`config.mk`:
```
export PLATFORM = sky130hd
export DESIGN_NAME = ultrasonic_echo_ranger_fifo_flat
export DESIGN_NICKNAME = d
export VERILOG_FILES = /design/src/rtl/uer_pkg.sv /design/src/rtl/uer_if.sv /design/src/rtl/uer_convert.sv /design/src/rtl/ultrasonic_echo_ranger_fifo.sv /design/src/flat_wrapper.sv
export SDC_FILE = /design/constraint.sdc
export NUM_CORES = 1
export LEC_CHECK = 0
export BUFFER_PORTS_ARGS = -buffer_cell sky130_fd_sc_hd__buf_2
export CORE_MARGIN = 4
export CORE_UTILIZATION = 50
export DETAILED_ROUTE_END_ITERATION = 8
export GPL_TIMING_DRIVEN = 1
export PLACE_DENSITY_LB_ADDON = 0.08
export SLEW_MARGIN = 20
export SYNTH_ARGS = -nofsm -noshare
export SYNTH_HDL_FRONTEND = slang
export SYNTH_HIERARCHICAL = 1
export SYNTH_SLANG_ARGS = --single-unit
export TNS_END_PERCENT = 1
```
`constraint.sdc`:
```
create_clock -name clk -period 6.4 [get_ports clk]
set_clock_uncertainty 0.1 [all_clocks]
set_input_delay 1.28 -clock clk [delete_from_list [all_inputs] [get_ports clk]]
set_output_delay 1.28 -clock clk [all_outputs]
set_load 0.005 [all_outputs]
```
`src/rtl/uer_pkg.sv`:
```
package uer_pkg;

  localparam int FIFO_DEPTH = 16;
  localparam int PTR_W      = (FIFO_DEPTH > 1) ? $clog2(FIFO_DEPTH) : 1;
  localparam int CNT_W      = $clog2(FIFO_DEPTH + 1);

  localparam int COUNT_W    = 32;
  localparam int OFFSET_W   = 8;
  localparam int DIST_W     = 16;

  localparam int CFG_IDX_W  = 2;
  localparam int CFG_DATA_W = 32;

  localparam logic [CFG_IDX_W-1:0] CFG_TRIGGER_ON  = 2'd0;
  localparam logic [CFG_IDX_W-1:0] CFG_TRIGGER_OFF = 2'd1;
  localparam logic [CFG_IDX_W-1:0] CFG_OFFSET      = 2'd2;

  localparam logic [COUNT_W-1:0]  TRIGGER_ON_RESET  = 32'd3;
  localparam logic [COUNT_W-1:0]  TRIGGER_OFF_RESET = 32'd9;
  localparam logic [OFFSET_W-1:0] OFFSET_RESET      = 8'd8;

  localparam logic CMD_TICK = 1'b0;
  localparam logic CMD_POP  = 1'b1;

  // distance = floor(elapsed * 5 / 292); at or beyond SAT_ELAPSED the result always saturates
  localparam logic [COUNT_W-1:0] SAT_ELAPSED = 32'd3842195;
  localparam int ELAP_W      = 22;
  localparam int Y_W         = 25;
  localparam int RECIP_W     = 26;
  localparam int PROD_W      = Y_W + RECIP_W;
  localparam int RECIP_SHIFT = 34;
  localparam int Q_W         = 17;
  localparam logic [RECIP_W-1:0] RECIP = 26'd58835169;

  typedef struct packed {
    logic valid;
    logic pop;
    logic push;
    logic trigger;
  } ctl_t;

  function automatic logic [PTR_W-1:0] next_slot(input logic [PTR_W-1:0] p);
    logic [PTR_W-1:0] r;
    r = (p == PTR_W'(FIFO_DEPTH - 1)) ? '0 : p + 1'b1;
    return r;
  endfunction

endpackage

```
`src/rtl/uer_if.sv`:
```
interface uer_item_if;
  logic valid;
  logic ready;
  logic cmd;
  logic echo_level;

  modport source (output valid, output cmd, output echo_level, input ready);
  modport sink (input valid, input cmd, input echo_level, output ready);
endinterface

interface uer_result_if;
  logic                       valid;
  logic                       ready;
  logic                       trigger_level;
  logic                       measured;
  logic [uer_pkg::DIST_W-1:0] distance_cm;
  logic                       pop_valid;
  logic [uer_pkg::DIST_W-1:0] pop_data;

  modport source (output valid, output trigger_level, output measured, output distance_cm,
                  output pop_valid, output pop_data, input ready);
  modport sink (input valid, input trigger_level, input measured, input distance_cm,
                input pop_valid, input pop_data, output ready);
endinterface

```
`src/rtl/uer_convert.sv`:
```
module uer_convert (
  input  logic                         clk,
  input  logic                         advance,
  input  logic [uer_pkg::COUNT_W-1:0]  count,
  input  logic [uer_pkg::COUNT_W-1:0]  on_count,
  input  logic [uer_pkg::OFFSET_W-1:0] offset,
  output logic [uer_pkg::DIST_W-1:0]   dist_cm
);

  logic [uer_pkg::COUNT_W-1:0] elapsed;
  logic [uer_pkg::ELAP_W-1:0]  e_low;
  logic [uer_pkg::Y_W-1:0]     y_next;
  logic [uer_pkg::Y_W-1:0]     y;
  logic                        sat1;
  logic [uer_pkg::PROD_W-1:0]  prod;
  logic [uer_pkg::Q_W-1:0]     q;
  logic                        sat2;
  logic [uer_pkg::Q_W-1:0]     diff;

  always_comb begin
    elapsed = (count > on_count) ? count - on_count - 32'd1 : '0;
    e_low   = elapsed[uer_pkg::ELAP_W-1:0];
    y_next  = {1'b0, e_low, 2'b00} + {3'b000, e_low};
    prod    = uer_pkg::PROD_W'(y) * uer_pkg::PROD_W'(uer_pkg::RECIP);
  end

  always_ff @(posedge clk) begin
    if (advance) begin
      y    <= y_next;
      sat1 <= (elapsed >= uer_pkg::SAT_ELAPSED);
      q    <= prod[uer_pkg::RECIP_SHIFT +: uer_pkg::Q_W];
      sat2 <= sat1;
    end
  end

  always_comb begin
    diff = q - uer_pkg::Q_W'(offset);
    if (sat2) begin
      dist_cm = '1;
    end else if (q <= uer_pkg::Q_W'(offset)) begin
      dist_cm = '0;
    end else if (diff[uer_pkg::Q_W-1]) begin
      dist_cm = '1;
    end else begin
      dist_cm = diff[uer_pkg::DIST_W-1:0];
    end
  end

endmodule

```
`src/rtl/ultrasonic_echo_ranger_fifo.sv`:
```
// Pipeline: an item is registered at its transfer edge (echo capture, multiply by 5), then
// in the reciprocal multiply stage, and last at FIFO access in the output register, from
// which its result is offered.
// Throughput: one item per cycle; a waiting result holds the whole pipeline and the input.
// Reset (rst, synchronous): counter, trigger, echo history, pipeline valids, FIFO pointers and fill
// count clear; configuration returns to on 3, off 9, offset 8. FIFO contents persist.
module ultrasonic_echo_ranger_fifo (
  input  logic                           clk,
  input  logic                           rst,
  uer_item_if.sink                       item,
  uer_result_if.source                   result,
  input  logic                           cfg_wr_en,
  input  logic [uer_pkg::CFG_IDX_W-1:0]  cfg_index,
  input  logic [uer_pkg::CFG_DATA_W-1:0] cfg_data
);

  logic [uer_pkg::COUNT_W-1:0]  trigger_on_count;
  logic [uer_pkg::COUNT_W-1:0]  trigger_off_count;
  logic [uer_pkg::OFFSET_W-1:0] distance_offset;

  logic [uer_pkg::COUNT_W-1:0] tick_count;
  logic                        trigger_reg;
  logic                        echo_prev;
  logic                        trig_next;
  logic                        is_tick;
  logic                        echo_fall;
  logic                        advance;
  logic                        accept;

  uer_pkg::ctl_t s1;
  uer_pkg::ctl_t s2;
  logic [uer_pkg::DIST_W-1:0] dist_cm;

  logic [uer_pkg::DIST_W-1:0] mem [uer_pkg::FIFO_DEPTH];
  logic [uer_pkg::DIST_W-1:0] rd_data;
  logic [uer_pkg::PTR_W-1:0]  wr_ptr;
  logic [uer_pkg::PTR_W-1:0]  rd_ptr;
  logic [uer_pkg::CNT_W-1:0]  count;
  logic                       fifo_full;
  logic                       fifo_empty;
  logic [uer_pkg::CNT_W:0]    ptr_sum;

  logic                       out_vld;
  logic                       out_trigger;
  logic                       out_measured;
  logic [uer_pkg::DIST_W-1:0] out_dist;
  logic                       out_pop_valid;

  assign advance    = !out_vld || result.ready;
  assign accept     = item.valid && advance;
  assign item.ready = advance;
  assign is_tick    = (item.cmd == uer_pkg::CMD_TICK);
  assign echo_fall  = echo_prev && !item.echo_level;
  assign fifo_full  = (count == uer_pkg::CNT_W'(uer_pkg::FIFO_DEPTH));
  assign fifo_empty = (count == '0);
  assign ptr_sum    = (uer_pkg::CNT_W + 1)'(rd_ptr) + (uer_pkg::CNT_W + 1)'(count);

  always_comb begin
    trig_next = trigger_reg;
    if (tick_count == trigger_on_count) begin
      trig_next = 1'b1;
    end
    if (tick_count == trigger_off_count) begin
      trig_next = 1'b0;
    end
  end

  always_ff @(posedge clk) begin
    if (rst) begin
      trigger_on_count  <= uer_pkg::TRIGGER_ON_RESET;
      trigger_off_count <= uer_pkg::TRIGGER_OFF_RESET;
      distance_offset   <= uer_pkg::OFFSET_RESET;
    end else if (cfg_wr_en) begin
      unique case (cfg_index)
        uer_pkg::CFG_TRIGGER_ON:  trigger_on_count  <= cfg_data;
        uer_pkg::CFG_TRIGGER_OFF: trigger_off_count <= cfg_data;
        uer_pkg::CFG_OFFSET:      distance_offset   <= cfg_data[uer_pkg::OFFSET_W-1:0];
        default: ;
      endcase
    end
  end

  always_ff @(posedge clk) begin
    if (rst) begin
      tick_count  <= '0;
      trigger_reg <= 1'b0;
      echo_prev   <= 1'b0;
      s1          <= '0;
      s2          <= '0;
    end else begin
      if (accept && is_tick) begin
        trigger_reg <= trig_next;
        echo_prev   <= item.echo_level;
        tick_count  <= echo_fall ? '0 : tick_count + 32'd1;
      end
      if (advance) begin
        s1.valid   <= item.valid;
        s1.pop     <= !is_tick;
        s1.push    <= is_tick && echo_fall;
        s1.trigger <= is_tick ? trig_next : trigger_reg;
        s2         <= s1;
      end
    end
  end

  uer_convert u_convert (
    .clk      (clk),
    .advance  (advance),
    .count    (tick_count),
    .on_count (trigger_on_count),
    .offset   (distance_offset),
    .dist_cm  (dist_cm)
  );

  always_ff @(posedge clk) begin
    if (advance && s2.valid && s2.push) begin
      mem[wr_ptr] <= dist_cm;
    end
  end

  always_ff @(posedge clk) begin
    if (advance) begin
      rd_data <= mem[rd_ptr];
    end
  end

  always_ff @(posedge clk) begin
    if (rst) begin
      wr_ptr <= '0;
      rd_ptr <= '0;
      count  <= '0;
    end else if (advance && s2.valid) begin
      if (s2.push) begin
        wr_ptr <= uer_pkg::next_slot(wr_ptr);
        if (fifo_full) begin
          rd_ptr <= uer_pkg::next_slot(rd_ptr);
        end else begin
          count <= count + 1'b1;
        end
      end else if (s2.pop && !fifo_empty) begin
        rd_ptr <= uer_pkg::next_slot(rd_ptr);
        count  <= count - 1'b1;
      end
    end
  end

  always_ff @(posedge clk) begin
    if (rst) begin
      out_vld <= 1'b0;
    end else if (advance) begin
      out_vld <= s2.valid;
    end
  end

  always_ff @(posedge clk) begin
    if (advance) begin
      out_trigger   <= s2.trigger;
      out_measured  <= s2.push;
      out_dist      <= s2.push ? dist_cm : '0;
      out_pop_valid <= s2.pop && !fifo_empty;
    end
  end

  assign result.valid         = out_vld;
  assign result.trigger_level = out_trigger;
  assign result.measured      = out_measured;
  assign result.distance_cm   = out_dist;
  assign result.pop_valid     = out_pop_valid;
  assign result.pop_data      = out_pop_valid ? rd_data : '0;

  a_reset_clears_output: assert property (@(posedge clk) rst |=> !out_vld)
    else $error("result valid after reset");

  a_count_bound: assert property (@(posedge clk) disable iff (rst)
    count <= uer_pkg::CNT_W'(uer_pkg::FIFO_DEPTH))
    else $error("fill count beyond depth");

  a_ptr_consistent: assert property (@(posedge clk) disable iff (rst)
    (ptr_sum == (uer_pkg::CNT_W + 1)'(wr_ptr)) ||
    (ptr_sum == (uer_pkg::CNT_W + 1)'(wr_ptr) + (uer_pkg::CNT_W + 1)'(uer_pkg::FIFO_DEPTH)))
    else $error("read pointer, fill count and write pointer disagree");

  a_push_full_stays_full: assert property (@(posedge clk) disable iff (rst)
    (advance && s2.valid && s2.push && fifo_full) |=> fifo_full)
    else $error("overwrite on full FIFO changed fill count");

  a_pop_excl_measure: assert property (@(posedge clk) disable iff (rst)
    out_vld |-> !(out_measured && out_pop_valid))
    else $error("result both measured and popped");

endmodule

```
`src/flat_wrapper.sv`:
```
// flat-port wrapper written by rule: the top's interface ports become plain ports
module ultrasonic_echo_ranger_fifo_flat 
  (clk, rst, cfg_wr_en, cfg_index, cfg_data, item_valid, item_cmd, item_echo_level, item_ready, result_valid, result_trigger_level, result_measured, result_distance_cm, result_pop_valid, result_pop_data, result_ready);
  uer_item_if item_i ();
  uer_result_if result_i ();
  input  logic clk;
  input  logic rst;
  input  logic cfg_wr_en;
  input  logic [uer_pkg::CFG_IDX_W-1:0] cfg_index;
  input  logic [uer_pkg::CFG_DATA_W-1:0] cfg_data;
  input wire logic [$bits(item_i.valid)-1:0] item_valid;
  input wire logic [$bits(item_i.cmd)-1:0] item_cmd;
  input wire logic [$bits(item_i.echo_level)-1:0] item_echo_level;
  output wire logic [$bits(item_i.ready)-1:0] item_ready;
  output wire logic [$bits(result_i.valid)-1:0] result_valid;
  output wire logic [$bits(result_i.trigger_level)-1:0] result_trigger_level;
  output wire logic [$bits(result_i.measured)-1:0] result_measured;
  output wire logic [$bits(result_i.distance_cm)-1:0] result_distance_cm;
  output wire logic [$bits(result_i.pop_valid)-1:0] result_pop_valid;
  output wire logic [$bits(result_i.pop_data)-1:0] result_pop_data;
  input wire logic [$bits(result_i.ready)-1:0] result_ready;
  assign item_i.valid = item_valid;
  assign item_i.cmd = item_cmd;
  assign item_i.echo_level = item_echo_level;
  assign item_ready = item_i.ready;
  assign result_valid = result_i.valid;
  assign result_trigger_level = result_i.trigger_level;
  assign result_measured = result_i.measured;
  assign result_distance_cm = result_i.distance_cm;
  assign result_pop_valid = result_i.pop_valid;
  assign result_pop_data = result_i.pop_data;
  assign result_i.ready = result_ready;
  ultrasonic_echo_ranger_fifo u_core (.clk(clk), .rst(rst), .item(item_i), .result(result_i), .cfg_wr_en(cfg_wr_en), .cfg_index(cfg_index), .cfg_data(cfg_data));
endmodule
```
# Yosys cells after proc, flatten, opt, wreduce, memory -nomap -nowiden
# Memory sizes are Yosys's and may differ from the RTL's. A register that Yosys moved wholly into a read port is not among the register bits.
# Cells that the tools add are included.
dict set report classes {
  reduce_logical 20
  n_bitwise 1
  n_mux 19
  n_mul 1
  addsub 9
  n_lt_le_gt_ge 3
  n_eq_ne 9
}
# op count
set op_table {}
lappend op_table {{32-bit == test} 2}
lappend op_table {{16-bit 2-to-1 mux} 4}
lappend op_table {{32-bit 2-to-1 mux} 2}
lappend op_table {{25-bit by 26-bit multiplier with 51-bit output, second input constant} 1}
lappend op_table {{32-bit by 1-bit adder with 32-bit output, second input constant} 1}
lappend op_table {{32-bit by 22-bit greater-or-equal comparator with 1-bit output, second input constant} 1}
lappend op_table {{32-bit > comparator} 1}
lappend op_table {{32-bit by 1-bit subtractor with 32-bit output, second input constant} 1}
lappend op_table {{32-bit subtractor} 1}
lappend op_table {{24-bit by 22-bit adder with 25-bit output} 1}
lappend op_table {{4-bit 2-to-1 mux} 5}
lappend op_table {{17-bit by 8-bit less-or-equal comparator with 1-bit output} 1}
lappend op_table {{17-bit by 8-bit subtractor with 17-bit output} 1}
lappend op_table {{5-bit 2-to-1 mux} 3}
lappend op_table {{4-bit by 1-bit adder with 4-bit output, second input constant} 2}
lappend op_table {{4-bit == test, second input constant} 2}
lappend op_table {{2-bit AND reduction} 4}
lappend op_table {{1-bit logical AND} 7}
lappend op_table {{3-bit AND reduction} 2}
lappend op_table {{5-bit by 1-bit adder with 5-bit output, second input constant} 1}
lappend op_table {{5-bit == test, second input constant} 1}
lappend op_table {{5-bit logical NOT} 1}
lappend op_table {{1-bit 2-to-1 mux} 5}
lappend op_table {{5-bit by 1-bit subtractor with 5-bit output, second input constant} 1}
lappend op_table {{other kinds (8)} 11}
dict set report totals {
  reg_bits 191
  elab_cells 89
  ramBits 256
  n_memories 1
}
# name words width read_ports rd_clocked_by_memory_dff write_ports line_no
set memory_table {}
lappend memory_table {u_core.mem 16 16 1 1 1 ultrasonic_echo_ranger_fifo.sv:34} ;# logic [uer_pkg::DIST_W-1:0] mem [uer_pkg::FIFO_DEPTH];

# Depth between registers and ports, before layout
# Gate-level depths: netlist of run 1.
dict set report depth {
  ltp_word 6
  ltp_mapped 26
}

# By module
# Netlist of run 1, hierarchy kept.
# mod instances area_per_inst_um2 cells_per_inst seq_area_each_um2
set modules_own_cells {}
lappend modules_own_cells {ultrasonic_echo_ranger_fifo 1 16891.2 1160 11300.8}
lappend modules_own_cells {uer_convert 1 12034.0 1342 1321.3}

# Worst setup path after synthesis of run 1
# Ideal clock, no wire load.
dict set report synth_timing {
  path_kind {reg2reg}
  startpoint {reg u_core/u_convert/y[23] (netlist name)}
  endpoint {reg u_core/u_convert/q[16] (netlist name) (data pin)}
  path_stages_with_launch 23
  arrival_time_ns 5.846
  setup_time_ns 0.266
  slack_ns 0.188
  path_cell_list {edfxtp_1 > ha_1 > ha_1 > inv_1 > fa_1 > inv_1 > fa_1 > fa_1 > inv_1 > fa_1 > fa_1 > inv_1 > ha_1 > o2111ai_1 > o221ai_1 > a31oi_1 > o211ai_1 > a211oi_1 > nor3_1 > o2111ai_1 > nand2_1 > o41ai_1 > xnor2_1}
}
dict set report synth_between {
  elab_chain_len 1
}
# item line_no
set synth_rtl {}
lappend synth_rtl {{start, declared} uer_convert.sv:13} ;# logic [uer_pkg::Y_W-1:0] y;
lappend synth_rtl {{start signal, assigned} uer_convert.sv:29} ;# y <= y_next;
lappend synth_rtl {{25-bit by 26-bit multiplier with 51-bit output} uer_convert.sv:24} ;# prod = uer_pkg::PROD_W'(y) * uer_pkg::PROD_W'(uer_pkg::RECIP);
lappend synth_rtl {{via u_core.u_convert.prod (one bit)} uer_convert.sv:15} ;# logic [uer_pkg::PROD_W-1:0] prod;
lappend synth_rtl {{end signal, assigned} uer_convert.sv:31} ;# q <= prod[uer_pkg::RECIP_SHIFT +: uer_pkg::Q_W];
lappend synth_rtl {{end, declared} uer_convert.sv:16} ;# logic [uer_pkg::Q_W-1:0] q;
# The timed path passes the listed nets, and every way through them passes these cells.
# A chain may end at the register's enable or synchronous reset.

# Worst setup path after layout of run 1
dict set report layout_timing {
  startpoint {reg u_core/u_convert/y[2] (netlist name)}
  endpoint {reg u_core/u_convert/q[2] (netlist name) (data pin)}
}
# Same word-level chain as after synthesis.

==> reports/metrics.cfg, run 1 <==
[yosys]
synthTopCellsByArea = edfxtp_1 35%, ha_1 12%, fa_1 8.9%, dfxtp_1 8.9%, mux4_2 6.2%
async_flop_share_pct = 0
synth_area_leader_cell = edfxtp_1
synth_cell_types = 86
syn_avg_cell_area_um2 = 11.6
synth_edf_count = 335
synth_area_mm2 = 0.0289
ys_top_cells_by_count = 335 x edfxtp_1, 313 x inv_1, 274 x ha_1
ys.flop_type = edfxtp_1
synth_top_area_share_pct = 34.8
synth_cells = 2502
ys_ff_latch = 463
yosysMostFrequentCell = edfxtp_1
syn-num-nets = 2946
ys_warn_count = 6
ys_seq_area_share_pct = 43.6

[placement]
place.gp.congestion = 0.892
place_area_mm2 = 0.0304
hpwl_mm = 52.7
port_buffers = 77

[global_route]
grt_use_total_pct = 23.1
overflow = 0
grt_max_degree = 95
first_global_vias = 19600
grt_pass1_wl_mm = 113
antenna_found_initial = 0

[route]
viasPerCell = 5.59
vias = 19100
route.detailed.drc = 0
drtIter0Drc = 1182
firstDrtPassIters = 5
wl_per_cell_um = 21.2
routed_wl_mm = 72.2
ant_nets = 0

[setup_path]
path_max_fanout = 3
r2r_end = u_core/u_convert/q[2]
ff2ff_path_depth = 21
cpPeakStageDelay_ns = 0.57
r2r-start = u_core/u_convert/y[2]
cp-start-kind = register
cp_data_required_time_ns = 6.63
cp.arrival_ns = 6.40
cpMaxStageDelayCell = fa_1
worstSetupPathType = reg2reg
endpoint_kind = register
cpMostUsedCell = fa_1
r2r_slack_ns = 0.23
cp_cell_sequence = fa_1 -> inv_1 -> fa_1 -> fa_1 -> inv_1 -> fa_1 -> fa_1 -> fa_1 -> ha_1 -> a211oi_2 -> o221ai_2 -> a31oi_1 -> o211ai_1 -> buf_4 -> buf_4 -> and2_1 -> o21a_1 -> o21a_1 -> o21a_1 -> nor2_2 -> xnor2_1
path_buf_inv = 4
crit_family = adder cells

[timing]
period_minus_slack_ns = 6.17
hold_ws_ns = 0.323
setup_viol = 0
rsz0062_at_grt = true
slew_viol_final = 0
fmax_mhz = 162
tightest_slew_ns = 1.13
fin_crit_sh_pct = 96.4
hold_violations = 0
slew_headroom_pct = 24.1

[status]
status = completed

[die]
die_h_um = 249
ios = 78
core-area_mm2 = 0.0568
die_area_mm2 = 0.0618
start_util_pct = 50.9
chipWidth_um = 249
num_rows = 87

[final_layout]
final_nets = 3064
fill_cells = 4859
diodes = 0
regMostFlops = u_core/mem
syn2layout_area_growth_pct = 11.3
stdcell_area_mm2 = 0.0322
largest_reg_flops = 256
drive_above_1_share_pct = 14.3

[power_and_ir_drop]
ir_drop_mv = 0.218
power.leakage_nw = 13.9
p_per_area_mw_per_mm2 = 258

[clock_tree]
cts_tree = done
cts_root_buf = clkbuf_16
clock_latency_ns = 0.61
path_clk_slew_ns = 0.06
cts_made_buffers = 49
cts_buffer_depth = 3
h-tree-depth = 2
cts_sinks = 463

[hold_path]
min_to = u_core/u_convert/sat2
hold_path_depth = 0
hold_path_class = reg2reg
min_from = u_core/u_convert/sat1

[run]
cap_violations = 0

-- placed cells by master (no fill, tap or decap), drive strengths merged, types with 33 or more instances in the layout --
cell    instances
a21o           34
a21oi         160
and2           50
buf           157
clkbuf         69
dfxtp         128
edfxtp        335
fa            129
ha            274
inv           315
mux4           80
nand2         211
nand4          39
nor2          119
nor3           33
o21ai          69
xnor2          87
xor2           64
-- worst max path at each step --
stage | from | endpoint | slack (ns) | cells past startpoint
2_1_floorplan | u_core/u_convert/y[23] | u_core/u_convert/q[16] | 0.19 | 22
3_3_place_gp | u_core/u_convert/y[22] | u_core/u_convert/q[16] | -0.14 | 22
3_5_place_dp | u_core/u_convert/y[22] | u_core/u_convert/q[16] | -0.23 | 22
4_1_cts | u_core/u_convert/y[23] | u_core/u_convert/q[16] | 0.01 | 22
5_1_grt | u_core/u_convert/y[2] | u_core/u_convert/q[16] | -0.02 | 20
6_report | u_core/u_convert/y[2] | u_core/u_convert/q[2] | 0.23 | 21
-- timing repair --
action / CTS / global route
setup buffers: 2 / 2
hold buffers: 0 / 0
cloned: 0 / 0
resized for setup: 9 / 22
pin swaps: 16 / 32
endpoints found under the setup margin: 7 / 12
-- metrics by stage --
step | std cells | setup slack, ns | utilization [%] | setup TNS, ns | power, mW
3_5_place_dp | 3321 | -0.230 | 53.6 | -0.755 | 5.58
4_1_cts | 3413 | 0.0111 | 56.5 | 0 | 8.39
2_1_floorplan | 2502 | 0.188 | - | 0 | 4.99
6_report | 3415 | 0.232 | 56.7 | 0 | 8.32
3_3_place_gp | 3321 | -0.145 | 53.6 | -0.259 | 5.53
5_1_grt | 3415 | -0.0206 | 56.7 | -0.0410 | 8.75
-- layer usage --
layer | up-vias | part of all wire (%) | GRT usage, %
met4 | 0 | 2.5 | 6.15
li1 | 9051 | - | -
met3 | 104 | 4.5 | 3.39
met5 | - | 0 | 0
met1 | 9524 | 44 | 31.4
met2 | 408 | 49 | 39.3
-- cells by family after synthesis --
logic type	share of synthesized area, %
xor gates and xnor gates	4.57
AOI/OAI and AO/OA	8.37
muxes	6.64
buffers and inverters	5.56
adders and majority gates	20.8
DFF	43.6
and+or+nand+nor	10.4
-- final cells by class --
type	instances	area (µm²)	area share (%)
clock buffers	69	1330	4.14
clock inverters	21	244	0.758
inverters	314	1180	3.67
multi-input cells	1635	14900	46.2
flip-flops and latches	463	12600	39.2
well taps	756	946	2.94
repair buffers	157	990	3.07
-- power by group --
group          internal [mW]  switching (mW)  leakage [nW]
logic                  0.567            1.18          8.82
registers               3.74          0.0529          4.27
clock network           1.59            1.19         0.760
Power figures use the tool's default switching activity.
==> run 2, diff against run 1 <==
clock period = 7.8 ns   (was 6.4 ns; I/O delays follow)
==> run 2 against run 1 <==
Effect of this change:
- global-route usage fell by 0.51 points
- largest cell class unchanged
- worst setup slack improved by 0.74 ns
- register-to-register slack improved by 0.74 ns
- sequential share of layout area rose by 0.51 points
- power fell by 18%
- clock-buffer cell count fell by 5
- first-iteration DRC count fell by 1.9%
- die area did not move
==> reports/metrics.cfg, run 2 (same netlist as run 1, synthesis figures left out) <==
[status]
status = completed

[placement]
port_buffers = 77  ; unchanged
dpl_worst_slack_ns = 0.962  ; +1.19 ns
hpwl_mm = 51.3  ; -2.7%
place.gp.congestion = 0.941  ; +5.6%
dp.cells = 3271  ; -1.5%

[setup_path]
cp_data_required_time_ns = 8.03  ; +1.40 ns
ff2ff_path_depth = 22  ; +4.8%
cp.arrival_ns = 7.05  ; +0.65 ns
endpoint_kind = register
cp-start-kind = register
r2r_end = u_core/u_convert/q[16]
endpoint = u_core/u_convert/q[16]
path_max_fanout = 6  ; +3
r2r-start = u_core/u_convert/y[23]
crit_path_start = u_core/u_convert/y[23]
r2r_slack_ns = 0.98  ; +0.74 ns
worstSetupPathType = reg2reg

[global_route]
grt_pass1_wl_mm = 111  ; -1.8%
first_global_vias = 19300  ; -1.4%
antenna_found_initial = 0  ; unchanged
grt_use_total_pct = 22.6  ; -0.51 points
grt_max_degree = 95  ; unchanged
gr-usage-met3_pct = 2.84  ; -0.54 points
overflow = 0  ; unchanged
met2_usage_pct = 38.9  ; -0.34 points
use_met1_pct = 30.8  ; -0.53 points
top_usage_layer = met2

[final_layout]
diodes = 0  ; unchanged
mostFrequentLayoutCell = edfxtp_1
syn2layout_area_growth_pct = 9.86
layoutNonFillerInstCount = 3365  ; -1.5%
fill_cells = 4843  ; -0.33%
largest_reg_flops = 256  ; unchanged
final_nets = 3012  ; -1.7%
drive_above_1_share_pct = 11.8  ; -2.4 points
regArea_mm2 = 0.0126  ; unchanged
layout_common_cells = 335 x edfxtp_1, 313 x inv_1, 274 x ha_1, 211 x nand2_1, 155 x a21oi_1
multi_input_area_mm2 = 0.0147  ; -0.87%
regMostFlops = u_core/mem

[die]
ios = 78  ; unchanged
start_util_pct = 50.9  ; unchanged
die_area_mm2 = 0.0618  ; unchanged
die_h_um = 249  ; unchanged
core-area_mm2 = 0.0568  ; unchanged
num_rows = 87  ; unchanged
chipWidth_um = 249  ; unchanged

[hold_path]
hold_path_class = reg2reg

[timing]
fmax_mhz = 147  ; -9.6%
rsz0062_at_grt = false
hold_violations = 0  ; unchanged
tightest_slew_ns = 1.08  ; -0.0526 ns
slew_headroom_pct = 28.1  ; +4.0 points
fin_ws_ns = 0.975  ; +0.743 ns
fin_setup_tns_ns = 0  ; unchanged
slew_viol_final = 0  ; unchanged
fin_crit_sh_pct = 87.5  ; -8.9 points
period_minus_slack_ns = 6.82  ; +0.657 ns
setup_viol = 0  ; unchanged

[clock_tree]
hold_buffers = 0  ; unchanged
h-tree-depth = 2  ; unchanged
cts_tree = done
clock_latency_ns = 0.60  ; about the same
cts_buffer_depth = 3  ; unchanged
cts_made_buffers = 50  ; +2.0%
cts_sinks = 463  ; unchanged
cts_root_buf = clkbuf_16
cts_resized = 0  ; -9
path_clk_slew_ns = 0.06  ; about the same
cts_setup_buffers = 0  ; -2

[route]
firstDrtPassIters = 6  ; +1
routed_wl_mm = 70.9  ; -1.8%
drtIter0Drc = 1160  ; -1.9%
vias = 18900  ; -1.0%
ant_nets = 0  ; unchanged
route.detailed.drc = 0  ; unchanged
wl_per_cell_um = 21.1  ; -0.37%
viasPerCell = 5.61  ; +0.46%

[run]
cap_violations = 0  ; unchanged

[power_and_ir_drop]
ir_drop_mv = 0.169  ; -23%
p_per_area_mw_per_mm2 = 215  ; -17%
power.leakage_nw = 13.6  ; -1.5%

run 2: routing by layer:
layer / wire length, µm / share of wire (%)
met1: 31300 / 44
met2: 35100 / 49
met3: 3040 / 4.3
met4: 1490 / 2.1
met5: 0 / 0
run 2: area by class of cell:
type                            count  share of cell area, %
Clock buffer                       64                   4.33
Clock inverter                     29                  0.929
Inverter                          314                   3.72
Multi-Input combinational cell   1635                   46.4
Sequential cell                   463                   39.7
Tap cell                          756                   2.98
Timing Repair Buffer              104                   1.91
run 2: power by group:
| part | internal (mW) | switching, mW |
|---|---|---|
| Sequential | 3.07 | 0.0490 |
| Combinational | 0.441 | 0.927 |
| Clock | 1.36 | 0.998 |
| Total | 4.87 | 1.97 |
run 2: critical path, cell delays in order, from the launching register on:
cell	delay, ns
edfxtp_1	0.51
ha_1	0.33
ha_1	0.27
inv_1	0.05
fa_1	0.54
inv_1	0.08
fa_1	0.56
fa_1	0.57
inv_1	0.06
fa_1	0.50
fa_1	0.56
inv_1	0.05
ha_1	0.31
o2111ai_1	0.22
o221ai_1	0.13
a31oi_1	0.18
o211ai_1	0.20
a211oi_1	0.40
nor3_1	0.15
o2111ai_1	0.26
nand2_1	0.11
o41ai_1	0.31
xnor2_1	0.11
run 2: how the worst min path moves through the flow:
stage | depth (start not counted) | end | from
detailed placement | 0 | u_core/result.trigger_level | u_core/s2[0]
global placement | 0 | u_core/u_convert/sat2 | u_core/u_convert/sat1
finish | 0 | u_core/result.trigger_level | u_core/s2[0]
CTS | 0 | u_core/result.trigger_level | u_core/s2[0]
global route | 0 | u_core/result.trigger_level | u_core/s2[0]
floorplan | 0 | u_core/u_convert/sat2 | u_core/u_convert/sat1
run 2: metrics by stage:
stage / utilization (%) / instance area [µm²] / total power, mW / hold WS [ns]
2_1_floorplan: - / 28900 / 4.09 / 0.300
3_3_place_gp: 52.9 / 30100 / 4.49 / 0.309
3_5_place_dp: 52.9 / 30100 / 4.53 / 0.322
4_1_cts: 55.9 / 31700 / 6.91 / 0.336
5_1_grt: 55.9 / 31800 / 7.19 / 0.357
6_report: 55.9 / 31800 / 6.85 / 0.337
==> run 3, diff against run 2 <==
CAP_MARGIN = 10   (was unset)
clock period = 8.6 ns   (was 7.8 ns; I/O delays follow)
==> run 3 against run 2 <==
Effect of this change:
- routed wire length grew 0.26%
- register-to-register slack improved by 0.83 ns
- power down 6.4%
- sequential power fell by 9.3%
- clock power about the same
- via count up 0.12%
- fmax grew 0.39%
- sequential share of layout area down 0.15 points
- critical path type unchanged
- largest cell class unchanged
==> reports/metrics.cfg, run 3 (same netlist as run 1, synthesis figures left out) <==
[timing]
fmax_mhz = 147  ; +0.39%
rsz0062_at_grt = false
fin_setup_tns_ns = 0  ; unchanged
fin_ws_ns = 1.80  ; +0.826 ns
slew_viol_final = 0  ; unchanged
fin_crit_sh_pct = 79.1  ; -8.4 points
hold_violations = 0  ; unchanged
slew_headroom_pct = 29.8  ; +1.7 points
setup_viol = 0  ; unchanged
tightest_slew_ns = 1.05  ; -0.0254 ns
period_minus_slack_ns = 6.80  ; -0.0264 ns

[global_route]
grt_max_degree = 95  ; unchanged
first_global_vias = 19600  ; +1.6%
antenna_found_initial = 0  ; unchanged
grt_use_total_pct = 22.8  ; +0.20 points
grt_pass1_wl_mm = 112  ; +0.57%
overflow = 0  ; unchanged

[route]
drtIter0Drc = 1049  ; -9.6%
vias = 18900  ; +0.12%
firstDrtPassIters = 5  ; -1
wl_per_cell_um = 21.1  ; +0.20%
route.detailed.drc = 0  ; unchanged
ant_nets = 0  ; unchanged
viasPerCell = 5.62  ; about the same
routed_wl_mm = 71.1  ; +0.26%

[final_layout]
syn2layout_area_growth_pct = 10.3
drive_above_1_share_pct = 11.9  ; +0.029 points
regMostFlops = u_core/mem
layout_common_cells = 335 x edfxtp_1, 313 x inv_1, 274 x ha_1, 211 x nand2_1, 155 x a21oi_1
largest_reg_flops = 256  ; unchanged
mostFrequentLayoutCell = edfxtp_1
fill_cells = 4894  ; +1.1%
final_nets = 3012  ; unchanged
diodes = 0  ; unchanged
layoutNonFillerInstCount = 3367  ; +0.059%

[clock_tree]
hold_buffers = 0  ; unchanged
h-tree-depth = 2  ; unchanged
cts_tree = done
cts_sinks = 463  ; unchanged
path_clk_slew_ns = 0.06  ; about the same
cts_setup_buffers = 0  ; unchanged
cts_root_buf = clkbuf_16
clock_latency_ns = 0.60  ; about the same
cts_buffer_depth = 3  ; unchanged
cts_resized = 0  ; unchanged
cts_made_buffers = 51  ; +2.0%

[placement]
dp.cells = 3271  ; unchanged
hpwl_mm = 51.6  ; +0.71%
port_buffers = 77  ; unchanged
place.gp.congestion = 0.924  ; -1.8%
dpl_worst_slack_ns = 1.80  ; +0.838 ns

[die]
die_h_um = 249  ; unchanged
start_util_pct = 50.9  ; unchanged
die_area_mm2 = 0.0618  ; unchanged
num_rows = 87  ; unchanged
chipWidth_um = 249  ; unchanged
core-area_mm2 = 0.0568  ; unchanged
ios = 78  ; unchanged

[setup_path]
ff2ff_path_depth = 22  ; unchanged
cp_cell_sequence = fa_1 -> ha_1 -> fa_1 -> inv_1 -> fa_1 -> inv_1 -> fa_1 -> inv_1 -> fa_1 -> fa_1 -> inv_1 -> ha_1 -> nand4_1 -> nor2_1 -> a41oi_1 -> o211ai_1 -> a211oi_1 -> nor3_1 -> o2111ai_1 -> nand2_1 -> o41ai_1 -> xnor2_1
cp_data_required_time_ns = 8.83  ; +0.80 ns
worstSetupPathType = reg2reg
cpMaxStageDelayCell = fa_1
cpMostUsedCell = fa_1
cpPeakStageDelay_ns = 0.59  ; +0.02 ns
cp.arrival_ns = 7.03  ; -0.02 ns
cp-start-kind = register
endpoint_kind = register
path_max_fanout = 5  ; -1

[run]
cap_violations = 0  ; unchanged

[power_and_ir_drop]
power.leakage_nw = 13.7  ; +0.32%
p_per_area_mw_per_mm2 = 201  ; -6.7%
ir_drop_mv = 0.154  ; -8.8%

[status]
status = completed

[hold_path]
hold_path_depth = 0  ; unchanged
hold_path_class = reg2reg

run 3: cell count changes in the layout (fill, tap and decap cells not counted), moves of 2 or more:
cell        before  now
clkinv_2        11    7
clkbuf_8         5    0
bufinv_16        3   11
clkinvlp_4       1    3
run 3: area by class of cell:
class,count,area (µm²),area share [%]
Clock inverter,37,515,1.62
Clock buffer,59,1310,4.09
Sequential cell,463,12600,39.6
Inverter,314,1180,3.70
Multi-Input combinational cell,1635,14700,46.2
Tap cell,756,946,2.97
Timing Repair Buffer,103,581,1.82
run 3: metrics by stage:
step | util, % | power [mW] | area, µm² | hold WS, ns
CTS | 56.1 | 6.47 | 31900 | 0.336
detailed placement | 52.9 | 4.11 | 30100 | 0.321
global route | 56.1 | 6.74 | 31900 | 0.348
global placement | 52.9 | 4.07 | 30100 | 0.312
floorplan | - | 3.71 | 28900 | 0.300
finish | 56.1 | 6.41 | 31900 | 0.337
run 3: power breakdown:
group,switching [mW],total (mW),internal [mW]
combinational,0.834,1.23,0.398
sequential,0.0438,2.83,2.79
clock,0.920,2.35,1.43
total,1.80,6.41,4.61
run 3: worst max-delay path, delay by kind of cell (launching register included):
| kind | cells | cell delay, ns |
|---|---|---|
| buffers and inverters | 4 | 0.25 |
| AOI/OAI and AO/OA | 5 | 1.38 |
| DFF | 1 | 0.50 |
| adders and majority gates | 8 | 3.74 |
| xor gates and xnor gates | 1 | 0.11 |
| and+or+nand+nor | 4 | 0.44 |
run 3: final timing paths:
kind	startpoint	slack [ns]	endpoint
setup / recovery	u_core/u_convert/y[22]	1.80	u_core/u_convert/q[16]
hold reg to reg	u_core/s2[0]	0.34	u_core/result.trigger_level
hold / removal	u_core/s2[0]	0.34	u_core/result.trigger_level
setup reg to reg	u_core/u_convert/y[22]	1.80	u_core/u_convert/q[16]
run 3: per-layer routing:
layer | GRT usage (%) | part of all wire, % | vias up
li1 | - | - | 8962
met1 | 30.1 | 43 | 9419
met2 | 39.2 | 49 | 431
met3 | 3.87 | 4.8 | 105
met4 | 6.23 | 2.7 | 0
met5 | 0 | 0 | -
